$ cat src/hw/rtl/mfm_sector_record_checker_assert.svh
// ----------------------------------------------------------------------------
// mfm sector record checker assertion macros
// shared concurrent assertion forms, clocked on clk with rst_n as disable
// ----------------------------------------------------------------------------
`ifndef MFM_SECTOR_RECORD_CHECKER_ASSERT_SVH
`define MFM_SECTOR_RECORD_CHECKER_ASSERT_SVH

// property holds at every edge outside reset
`define MSRC_ASSERT(label, prop, msg) \
    label: assert property (@(posedge clk) disable iff (!rst_n) (prop)) \
        else $error(msg);

// consequent holds in the cycle after the antecedent
`define MSRC_ASSERT_NEXT(label, ante, cons, msg) \
    label: assert property (@(posedge clk) disable iff (!rst_n) (ante) |=> (cons)) \
        else $error(msg);

`endif

$ cat src/hw/rtl/msrc_pkg.sv
`timescale 1ns / 1ps
// ----------------------------------------------------------------------------
// msrc_pkg
// types, constants and the crc byte update for the mfm sector record checker
// ----------------------------------------------------------------------------
package msrc_pkg;

    localparam int SECTOR_BYTES = 512;
    localparam int INDEX_W      = 9;
    localparam int CNT_W        = ($clog2(SECTOR_BYTES + 2) > INDEX_W) ?
                                  $clog2(SECTOR_BYTES + 2) : INDEX_W;
    localparam int QUEUE_DEPTH  = 4;
    localparam int QPTR_W       = $clog2(QUEUE_DEPTH);
    localparam int QCNT_W       = $clog2(QUEUE_DEPTH + 1);
    localparam int CFG_IDX_W    = 2;

    localparam logic [7:0]  SYNC_BYTE  = 8'hA1;
    localparam logic [7:0]  ID_MARK    = 8'hFE;
    localparam logic [7:0]  DATA_MARK  = 8'hFB;
    localparam logic [15:0] CRC_INIT   = 16'hFFFF;
    localparam logic [15:0] CRC_POLY   = 16'h1021;
    localparam logic [15:0] SYNC_PAIR  = 16'hA1A1;

    // register indexes on the configuration port
    localparam logic [CFG_IDX_W-1:0] REG_MAX_CYLINDER = 2'd0;
    localparam logic [CFG_IDX_W-1:0] REG_MAX_HEAD     = 2'd1;
    localparam logic [CFG_IDX_W-1:0] REG_MAX_SECTOR   = 2'd2;

    localparam logic [7:0] RST_MAX_CYLINDER = 8'd83;
    localparam logic [7:0] RST_MAX_HEAD     = 8'd1;
    localparam logic [7:0] RST_MAX_SECTOR   = 8'd20;

    // result kinds
    localparam logic [1:0] KIND_ID   = 2'd0;
    localparam logic [1:0] KIND_DATA = 2'd1;
    localparam logic [1:0] KIND_END  = 2'd2;

    typedef struct packed {
        logic [7:0] data_byte;
        logic       block_start;
        logic       track_start;
        logic [3:0] revolution;
    } in_item_t;

    typedef struct packed {
        logic [1:0]         kind;
        logic [7:0]         cylinder;
        logic [7:0]         head;
        logic [7:0]         sector;
        logic [7:0]         byte_value;
        logic [INDEX_W-1:0] byte_index;
        logic               crc_ok;
        logic               header_valid;
        logic               header_accepted;
        logic [3:0]         revolution_out;
    } result_t;

    typedef enum logic [3:0] {
        PH_IDLE = 4'b0001,
        PH_MARK = 4'b0010,
        PH_ID   = 4'b0100,
        PH_DATA = 4'b1000
    } phase_t;

    // crc-16-ccitt, msb first, one byte
    function automatic logic [15:0] crc_feed(input logic [15:0] crc, input logic [7:0] b);
        logic [15:0] c;
        c = crc ^ {b, 8'h00};
        for (int i = 0; i < 8; i++) begin
            c = c[15] ? ({c[14:0], 1'b0} ^ CRC_POLY) : {c[14:0], 1'b0};
        end
        return c;
    endfunction

    // crc after the a1 a1 preload and the leading a1 of the record
    localparam logic [15:0] CRC_PRELOAD    = crc_feed(crc_feed(CRC_INIT, SYNC_PAIR[15:8]),
                                                      SYNC_PAIR[7:0]);
    localparam logic [15:0] CRC_AFTER_SYNC = crc_feed(CRC_PRELOAD, SYNC_BYTE);

endpackage

$ cat src/hw/rtl/msrc_front.sv
`timescale 1ns / 1ps
// ----------------------------------------------------------------------------
// msrc_front
// takes record bytes, tracks the record phase, crc and sector header, and
// pushes one result request per reportable byte into the queue
// ----------------------------------------------------------------------------
`include "mfm_sector_record_checker_assert.svh"

module msrc_front
    import msrc_pkg::*;
(
    input  logic                 clk,
    input  logic                 rst_n,
    input  logic                 in_valid,
    output logic                 in_stall,
    input  in_item_t             in_data,
    input  logic                 cfg_valid,
    output logic                 cfg_ready,
    input  logic [CFG_IDX_W-1:0] cfg_index,
    input  logic [7:0]           cfg_data,
    input  logic                 q_full,
    output logic                 q_push,
    output result_t              q_push_data
);

    phase_t           phase_reg, phase_next;
    logic [CNT_W-1:0] byte_count_reg, byte_count_next;
    logic [15:0]      crc_reg, crc_next;
    logic [7:0]       id_bytes_reg [3];
    logic [7:0]       id_bytes_next [3];
    logic             cur_valid_reg, cur_valid_next;
    logic [7:0]       cur_cyl_reg, cur_cyl_next;
    logic [7:0]       cur_head_reg, cur_head_next;
    logic [7:0]       cur_sec_reg, cur_sec_next;
    logic [7:0]       max_cyl_reg, max_head_reg, max_sec_reg;

    logic        in_fire;
    logic [15:0] crc_new;
    logic [7:0]  zero_sec;
    logic        id_ok;
    logic        id_acc;
    result_t     res;
    logic        push;

    assign in_fire   = in_valid && !in_stall;
    assign in_stall  = q_full;
    assign cfg_ready = 1'b1;

    assign crc_new  = crc_feed(crc_reg, in_data.data_byte);
    assign zero_sec = id_bytes_reg[2] - 8'd1;
    assign id_ok    = (crc_new == 16'h0000);
    assign id_acc   = id_ok && (id_bytes_reg[2] != 8'd0) &&
                      (id_bytes_reg[0] <= max_cyl_reg) &&
                      (id_bytes_reg[1] <= max_head_reg) &&
                      (zero_sec <= max_sec_reg);

    always_comb
    begin
        phase_next      = phase_reg;
        byte_count_next = byte_count_reg;
        crc_next        = crc_reg;
        id_bytes_next   = id_bytes_reg;
        cur_valid_next  = cur_valid_reg;
        cur_cyl_next    = cur_cyl_reg;
        cur_head_next   = cur_head_reg;
        cur_sec_next    = cur_sec_reg;
        push            = 1'b0;
        res             = '0;
        res.revolution_out = in_data.revolution;

        // track start drops the header before the byte is handled
        if (in_data.track_start)
        begin
            cur_valid_next = 1'b0;
            cur_cyl_next   = 8'd0;
            cur_head_next  = 8'd0;
            cur_sec_next   = 8'd0;
        end

        if (in_data.block_start)
        begin
            if (in_data.data_byte == SYNC_BYTE)
            begin
                crc_next   = CRC_AFTER_SYNC;
                phase_next = PH_MARK;
            end
            else
            begin
                phase_next = PH_IDLE;
            end
            byte_count_next = '0;
        end
        else
        begin
            case (phase_reg)
                PH_MARK:
                begin
                    crc_next        = crc_new;
                    byte_count_next = '0;
                    if (in_data.data_byte == ID_MARK)
                    begin
                        phase_next = PH_ID;
                    end
                    else if (in_data.data_byte == DATA_MARK)
                    begin
                        phase_next = PH_DATA;
                    end
                    else
                    begin
                        phase_next = PH_IDLE;
                    end
                end
                PH_ID:
                begin
                    crc_next = crc_new;
                    if (byte_count_reg < CNT_W'(3))
                    begin
                        id_bytes_next[byte_count_reg[1:0]] = in_data.data_byte;
                    end
                    if (byte_count_reg < CNT_W'(5))
                    begin
                        byte_count_next = byte_count_reg + CNT_W'(1);
                    end
                    else
                    begin
                        if (id_acc)
                        begin
                            cur_valid_next = 1'b1;
                            cur_cyl_next   = id_bytes_reg[0];
                            cur_head_next  = id_bytes_reg[1];
                            cur_sec_next   = zero_sec;
                        end
                        phase_next          = PH_IDLE;
                        byte_count_next     = '0;
                        push                = 1'b1;
                        res.kind            = KIND_ID;
                        res.cylinder        = id_bytes_reg[0];
                        res.head            = id_bytes_reg[1];
                        res.sector          = zero_sec;
                        res.crc_ok          = id_ok;
                        res.header_valid    = cur_valid_next;
                        res.header_accepted = id_acc;
                    end
                end
                PH_DATA:
                begin
                    crc_next = crc_new;
                    if (byte_count_reg < CNT_W'(SECTOR_BYTES))
                    begin
                        push             = 1'b1;
                        res.kind         = KIND_DATA;
                        res.cylinder     = cur_cyl_next;
                        res.head         = cur_head_next;
                        res.sector       = cur_sec_next;
                        res.byte_value   = in_data.data_byte;
                        res.byte_index   = byte_count_reg[INDEX_W-1:0];
                        res.header_valid = cur_valid_next;
                        byte_count_next  = byte_count_reg + CNT_W'(1);
                    end
                    else if (byte_count_reg == CNT_W'(SECTOR_BYTES))
                    begin
                        byte_count_next = byte_count_reg + CNT_W'(1);
                    end
                    else
                    begin
                        push             = 1'b1;
                        res.kind         = KIND_END;
                        res.cylinder     = cur_cyl_next;
                        res.head         = cur_head_next;
                        res.sector       = cur_sec_next;
                        res.crc_ok       = (crc_new == 16'h0000);
                        res.header_valid = cur_valid_next;
                        cur_valid_next   = 1'b0;
                        cur_cyl_next     = 8'd0;
                        cur_head_next    = 8'd0;
                        cur_sec_next     = 8'd0;
                        phase_next       = PH_IDLE;
                        byte_count_next  = '0;
                    end
                end
                default:
                begin
                    phase_next = phase_reg;
                end
            endcase
        end
    end

    assign q_push      = in_fire && push;
    assign q_push_data = res;

    always_ff @(posedge clk or negedge rst_n)
    begin
        if (!rst_n)
        begin
            phase_reg      <= PH_IDLE;
            byte_count_reg <= '0;
            crc_reg        <= CRC_INIT;
            id_bytes_reg   <= '{default: 8'd0};
            cur_valid_reg  <= 1'b0;
            cur_cyl_reg    <= 8'd0;
            cur_head_reg   <= 8'd0;
            cur_sec_reg    <= 8'd0;
        end
        else if (in_fire)
        begin
            phase_reg      <= phase_next;
            byte_count_reg <= byte_count_next;
            crc_reg        <= crc_next;
            id_bytes_reg   <= id_bytes_next;
            cur_valid_reg  <= cur_valid_next;
            cur_cyl_reg    <= cur_cyl_next;
            cur_head_reg   <= cur_head_next;
            cur_sec_reg    <= cur_sec_next;
        end
    end

    always_ff @(posedge clk or negedge rst_n)
    begin
        if (!rst_n)
        begin
            max_cyl_reg  <= RST_MAX_CYLINDER;
            max_head_reg <= RST_MAX_HEAD;
            max_sec_reg  <= RST_MAX_SECTOR;
        end
        else if (cfg_valid && cfg_ready)
        begin
            case (cfg_index)
                REG_MAX_CYLINDER: max_cyl_reg  <= cfg_data;
                REG_MAX_HEAD:     max_head_reg <= cfg_data;
                REG_MAX_SECTOR:   max_sec_reg  <= cfg_data;
                default:          max_sec_reg  <= max_sec_reg;
            endcase
        end
    end

    `MSRC_ASSERT(a_push_only_in_body, !q_push || (!in_data.block_start &&
                 (phase_reg == PH_ID || phase_reg == PH_DATA)),
                 "result request outside an id or data record")
    `MSRC_ASSERT_NEXT(a_end_clears_header, q_push && q_push_data.kind == KIND_END,
                      !cur_valid_reg && phase_reg == PH_IDLE,
                      "header still valid after data record end")
    `MSRC_ASSERT_NEXT(a_accept_sets_header, q_push && q_push_data.header_accepted,
                      cur_valid_reg && cur_sec_reg == $past(q_push_data.sector),
                      "accepted id not taken as current header")

endmodule

$ cat config.mk
export PLATFORM = sky130hd
export DESIGN_NAME = msrc_front
export DESIGN_NICKNAME = d
export VERILOG_FILES = /design/src/hw/rtl/msrc_pkg.sv /design/src/hw/rtl/msrc_front.sv
export VERILOG_INCLUDE_DIRS = /design/src /design/src/hw/rtl
export SDC_FILE = /design/constraint.sdc
export NUM_CORES = 1
export LEC_CHECK = 0
export ABC_AREA = 1
export BUFFER_PORTS_ARGS = -buffer_cell sky130_fd_sc_hd__buf_2
export CORE_MARGIN = 4
export CORE_UTILIZATION = 38
export CTS_BUF_LIST = sky130_fd_sc_hd__clkbuf_8
export DETAILED_ROUTE_END_ITERATION = 10
export GPL_TIMING_DRIVEN = 0
export PLACE_DENSITY = 0.52
export SLEW_MARGIN = 25
export SYNTH_ARGS = -nofsm -noshare
export SYNTH_HDL_FRONTEND = slang
export SYNTH_SLANG_ARGS = --single-unit
$ cat constraint.sdc
create_clock -name clk -period 4.6 [get_ports clk]
set_clock_uncertainty 0.2 [all_clocks]
set_input_delay 0.46 -clock clk [delete_from_list [all_inputs] [get_ports clk]]
set_output_delay 0.46 -clock clk [all_outputs]
set_load 0.05 [all_outputs]
### Word-level counts from Yosys, hierarchy flattened

Index checks and enable logic that the tools add are counted.
W data, S select, Z words.

* word-level logic and storage cells: 141
* register bits: 103

* order comparisons: 8
* multiplexer cells: 73
* $add $sub $neg: 2
* equality and inequality tests: 13
* bitwise operators: 11
* reductions and logical operators: 21

Operators by type and width (number)
* $mux W8: 19
* $mux W13: 8
* $mux W26: 2
* $pmux W26 S2: 1
* $mux W16: 3
* $pmux W8 S2: 3
* $mux W46: 1
* $mux W10: 4
* $mux W17: 2
* $pmux W10 S3: 1
* $bwmux W24: 1
* $eq A8 B8 Y1 const B: 3
* $le A8 B8 Y1: 3
* $mux W24: 1
* $mux W4: 6
* $not A3 Y3: 8
* $demux W8 S2: 1
* $logic_not A16 Y1: 1
* $xor A16 B16 Y16: 1
* $mux W1: 13
* $pmux W4 S3: 1
* $add A10 B1 Y10 const B: 1
* $eq A10 B10 Y1 const B: 1
* $lt A10 B10 Y1 const B: 1
* other kinds (29): 42

### Logic depth before layout (Yosys ltp)

* depth in word-level cells: 26
* gate-level depth with buffers: 22

### Least setup slack after synthesis

OpenSTA, ideal clock, no wires.

* path kind: flip-flop to output port
* start point: register id_bytes_reg[0] in the netlist's numbering
* end point: output q_push_data[5] in the netlist's numbering
* cell stages (with the launch flop): 21
* arrival time: 3.215 ns
* path buffers: 2
* setup slack: 0.725 ns
* cell sequence: dfrtp_1 > inv_1 > nand3_1 > nor2_1 > inv_1 > or2_2 > xor2_1 > inv_1 > ha_1 > nand2_1 > nor2_1 > nand4_1 > nand2_1 > nand2_1 > nor2_1 > nand3_2 > buf_6 > buf_6 > o22ai_1 > inv_1 > nor2_1

RTL lines
* from (decl): RTL line msrc_front.sv:29 `logic [7:0] id_bytes_reg [3];`
* from (signal assigned): RTL line msrc_front.sv:210 `id_bytes_reg <= id_bytes_next;`
* to (decl): RTL line msrc_front.sv:23 `output result_t q_push_data`

==> impl_metrics.csv <==
group,metric,value,unit
status,status,"finished clean",
synth,synth-edff-count,0,
synth,ys_warn_count,0,
grt,grt_pass1_wl,35500,um
hold_path,min_from,"cfg_data[6]",
synth,ys_seq_elements,103,
placed_design,place_hpwl,16900,um
die,initial_core_util,0.385,
clocking,clockBufferDepth,2,
sta,fin_crit_sh,0.934,
critical_path,r2r_setup_slack,1.07,ns
die,core_area,0.0186,mm^2
layout,antennaDiodeCount,0,
clocking,cts_htree_levels,3,
layout,final_cells,1398,
sta,final-hold-violation-count,0,
critical_path,r2r.worst_path.cells,21,
critical_path,startpoint_type,"flop",
grt,grt_pass1_vias,6506,
drt,postRouteAntennaNets,0,
sta,finalSetupViolations,0,
sta,rsz0062_at_grt,"no",
sta,slew_violations,0,
synth,avgSynthCellArea,6.71,um^2
die,die_y,145,um
drt,routedWlPerCell,15.5,um
pwr,leakagePower,0.00431,uW
critical_path,critPathLaunch,"id_bytes_reg[0]",
critical_path,critPathKind,"reg -> out",
clocking,clkTransAtPathRegs,0.12,ns
synth,synth-xor-area-share,0.00854,
critical_path,worst_r2r_endpoint,"cur_cyl_reg[5]",
clocking,clock-root-buffer,"clkbuf_8",
flow_run,drv_cap,0,
drt,drc,0,
synth,syn_nets,1130,
critical_path,crit_required,3.94,ns
synth,synth.area.mux_share,0,
clocking,clkLatencyLatePin,0.40,ns
sta,hold_ws,0.121,ns
layout,drive_gt1_frac,0.171,
synth,synth.top_cells.by_area,"dfrtp_1, nand2_1, dfstp_2",
sta,tightestPinTransition,0.715,ns
drt,avgViaCountPerCell,4.90,
layout,final_util,0.435,
grt,grt_start_max_net_pins,57,
synth,synth_top_area_share,0.275,
drt,drt_pass1_iterations,5,
grt,antenna_found_initial,0,
grt,gr-total-overflow,0,
die,io_pins,82,
layout,area_delta_synth_final,12.9,%
die,die-area,0.0212,mm^2
critical_path,end_kind,"output pin",
synth,ys_types,37,
hold_path,whs_path_depth,3,
drt,finalWirelength,21600,um
placed_design,place.gp.congestion,0.858,
drt,vias,6849,
pwr,power_density,320,mW/mm^2
synth,synth_common_cells,"nand2_1, inv_1, o21ai_0, dfrtp_1, nor2_1",
clocking,numCtsBuffers,9,
hold_path,hold_end,"max_cyl_reg[6]",
synth,synth_area,0.00718,mm^2
placed_design,place_inst,1381,
grt,grt_usage,0.208,
synth,synth_top_family_by_area,"simple AND/OR/NAND/NOR gates",
critical_path,r2r_start,"id_bytes_reg[0]",
sta,setup-tns-final,0,ns
synth,synth_compound_area_frac,0.141,
synth,synthCells,1070,
die,rows,50,
synth,synthArstFlopShare,1.00,
hold_path,hold_path.class,"in -> reg",
clocking,tritoncts,"done",
die,die_x,145,um
pwr,irDropWorstVdd,0.168,mV
layout,layout.nets,1219,
clocking,cts_sinks,103,
synth,synth-simple-area-share,0.316,
critical_path,worstPathArrival,3.63,ns
critical_path,critPathMaxFanout,10,
drt,drtIter0Drc,448,
synth,synthFlopType,"dfrtp_1",
synth,synth.largest_area_cell,"dfrtp_1",
sta,post-route-min-period,4.29,ns
placed_design,io_buffer_count,76,
sta,fmax,0.233,GHz
synth,yosysSeqAreaShare,0.363,
synth,yosysMostFrequentCell,"nand2_1",
layout,fillers,2012,
layout,largest_reg_flops,24,
sta,slew_headroom,0.523,
synth,synth-adder-area-share,0.0540,
-- routing by layer --
| metal | global-route usage | wire [um] | vias to the layer above | part of all wire |
|---|---|---|---|---|
| met1 | 0.305 | 10800 | 3129 | 0.50 |
| li1 | - | - | 3547 | - |
| met4 | 0.0437 | 257 | 0 | 0.012 |
| met3 | 0.0367 | 1080 | 19 | 0.050 |
| met5 | 0 | 0 | - | 0 |
| met2 | 0.323 | 9470 | 154 | 0.44 |
-- area by class of cell --
cell class	count	area, um^2	share of cell area
sequential	103	2610	0.322
clock buffer	10	138	0.0170
inverter	168	631	0.0778
timing repair buffer	78	430	0.0531
buffer	43	210	0.0259
multi-input combinational	756	3740	0.462
tap	234	293	0.0361
clock inverter	6	53.8	0.00663
-- worst max-delay path by stage --
stage	slack, ns	end	depth (start not counted)
after floorplan	0.73	q_push_data[5]	20
after global placement	0.50	q_push_data[5]	21
after detailed placement	0.50	q_push_data[5]	21
after CTS	0.04	q_push_data[5]	21
after global routing	0.01	q_push_data[5]	21
final	0.31	q_push_data[5]	21
-- stage by stage --
| step | total power [uW] | setup WS (ns) | instance area (um^2) |
|---|---|---|---|
| 2_1_floorplan | 1820 | 0.725 | 7180 |
| 3_3_place_gp | 2020 | 0.498 | 7850 |
| 3_5_place_dp | 2040 | 0.495 | 7890 |
| 4_1_cts | 2620 | 0.0442 | 8090 |
| 5_1_grt | 2800 | 0.0105 | 8110 |
| 6_report | 2590 | 0.306 | 8110 |
-- repair_timing --
item,CTS,global route
buffers inserted,0,0
hold endpoints to repair,34,0
gates resized for setup,0,8
hold buffers,1,0
endpoints found under the setup margin,0,2
-- placed cells by master, fill, tap and decap left out, types with 24 or more instances in the layout --
| cell type | n |
|---|---|
| a21oi_1 | 65 |
| buf_2 | 83 |
| dfrtp_1 | 78 |
| dfstp_2 | 24 |
| ha_1 | 31 |
| inv_1 | 151 |
| nand2_1 | 335 |
| nand2_2 | 28 |
| nand3_1 | 40 |
| nand4_1 | 24 |
| nor2_1 | 76 |
| o21ai_0 | 90 |
-- kinds of logic after synthesis --
family / count (synthesis)
xor gates and xnor gates: 7
AOI/OAI and AO/OA: 186
DFF: 103
buffers and inverters: 211
adders and majority gates: 31
and+or+nand+nor: 531
other: 1
-- worst max-delay path, stage by stage (launching register included) --
cell	delay [ns]
dfrtp_2	0.47
inv_2	0.11
nand3_1	0.11
nor2_2	0.16
inv_1	0.07
or2_2	0.29
xor2_2	0.16
inv_1	0.10
ha_1	0.29
nand2_1	0.05
nor2_1	0.12
nand4_1	0.10
nand2_1	0.11
nand2_1	0.07
nor2_2	0.13
nand3_2	0.09
buf_6	0.16
buf_6	0.16
o22ai_1	0.11
inv_1	0.06
nor2_1	0.15
buf_6	0.19
-- where the power goes --
part,switching [uW],leakage (uW),internal (uW)
Combinational,556,0.00293,281
Clock,357,0.0000937,220
Sequential,86.3,0.00128,1090
Total,1000,0.00431,1590
Note: power is estimated with default switching activity, not from simulation.
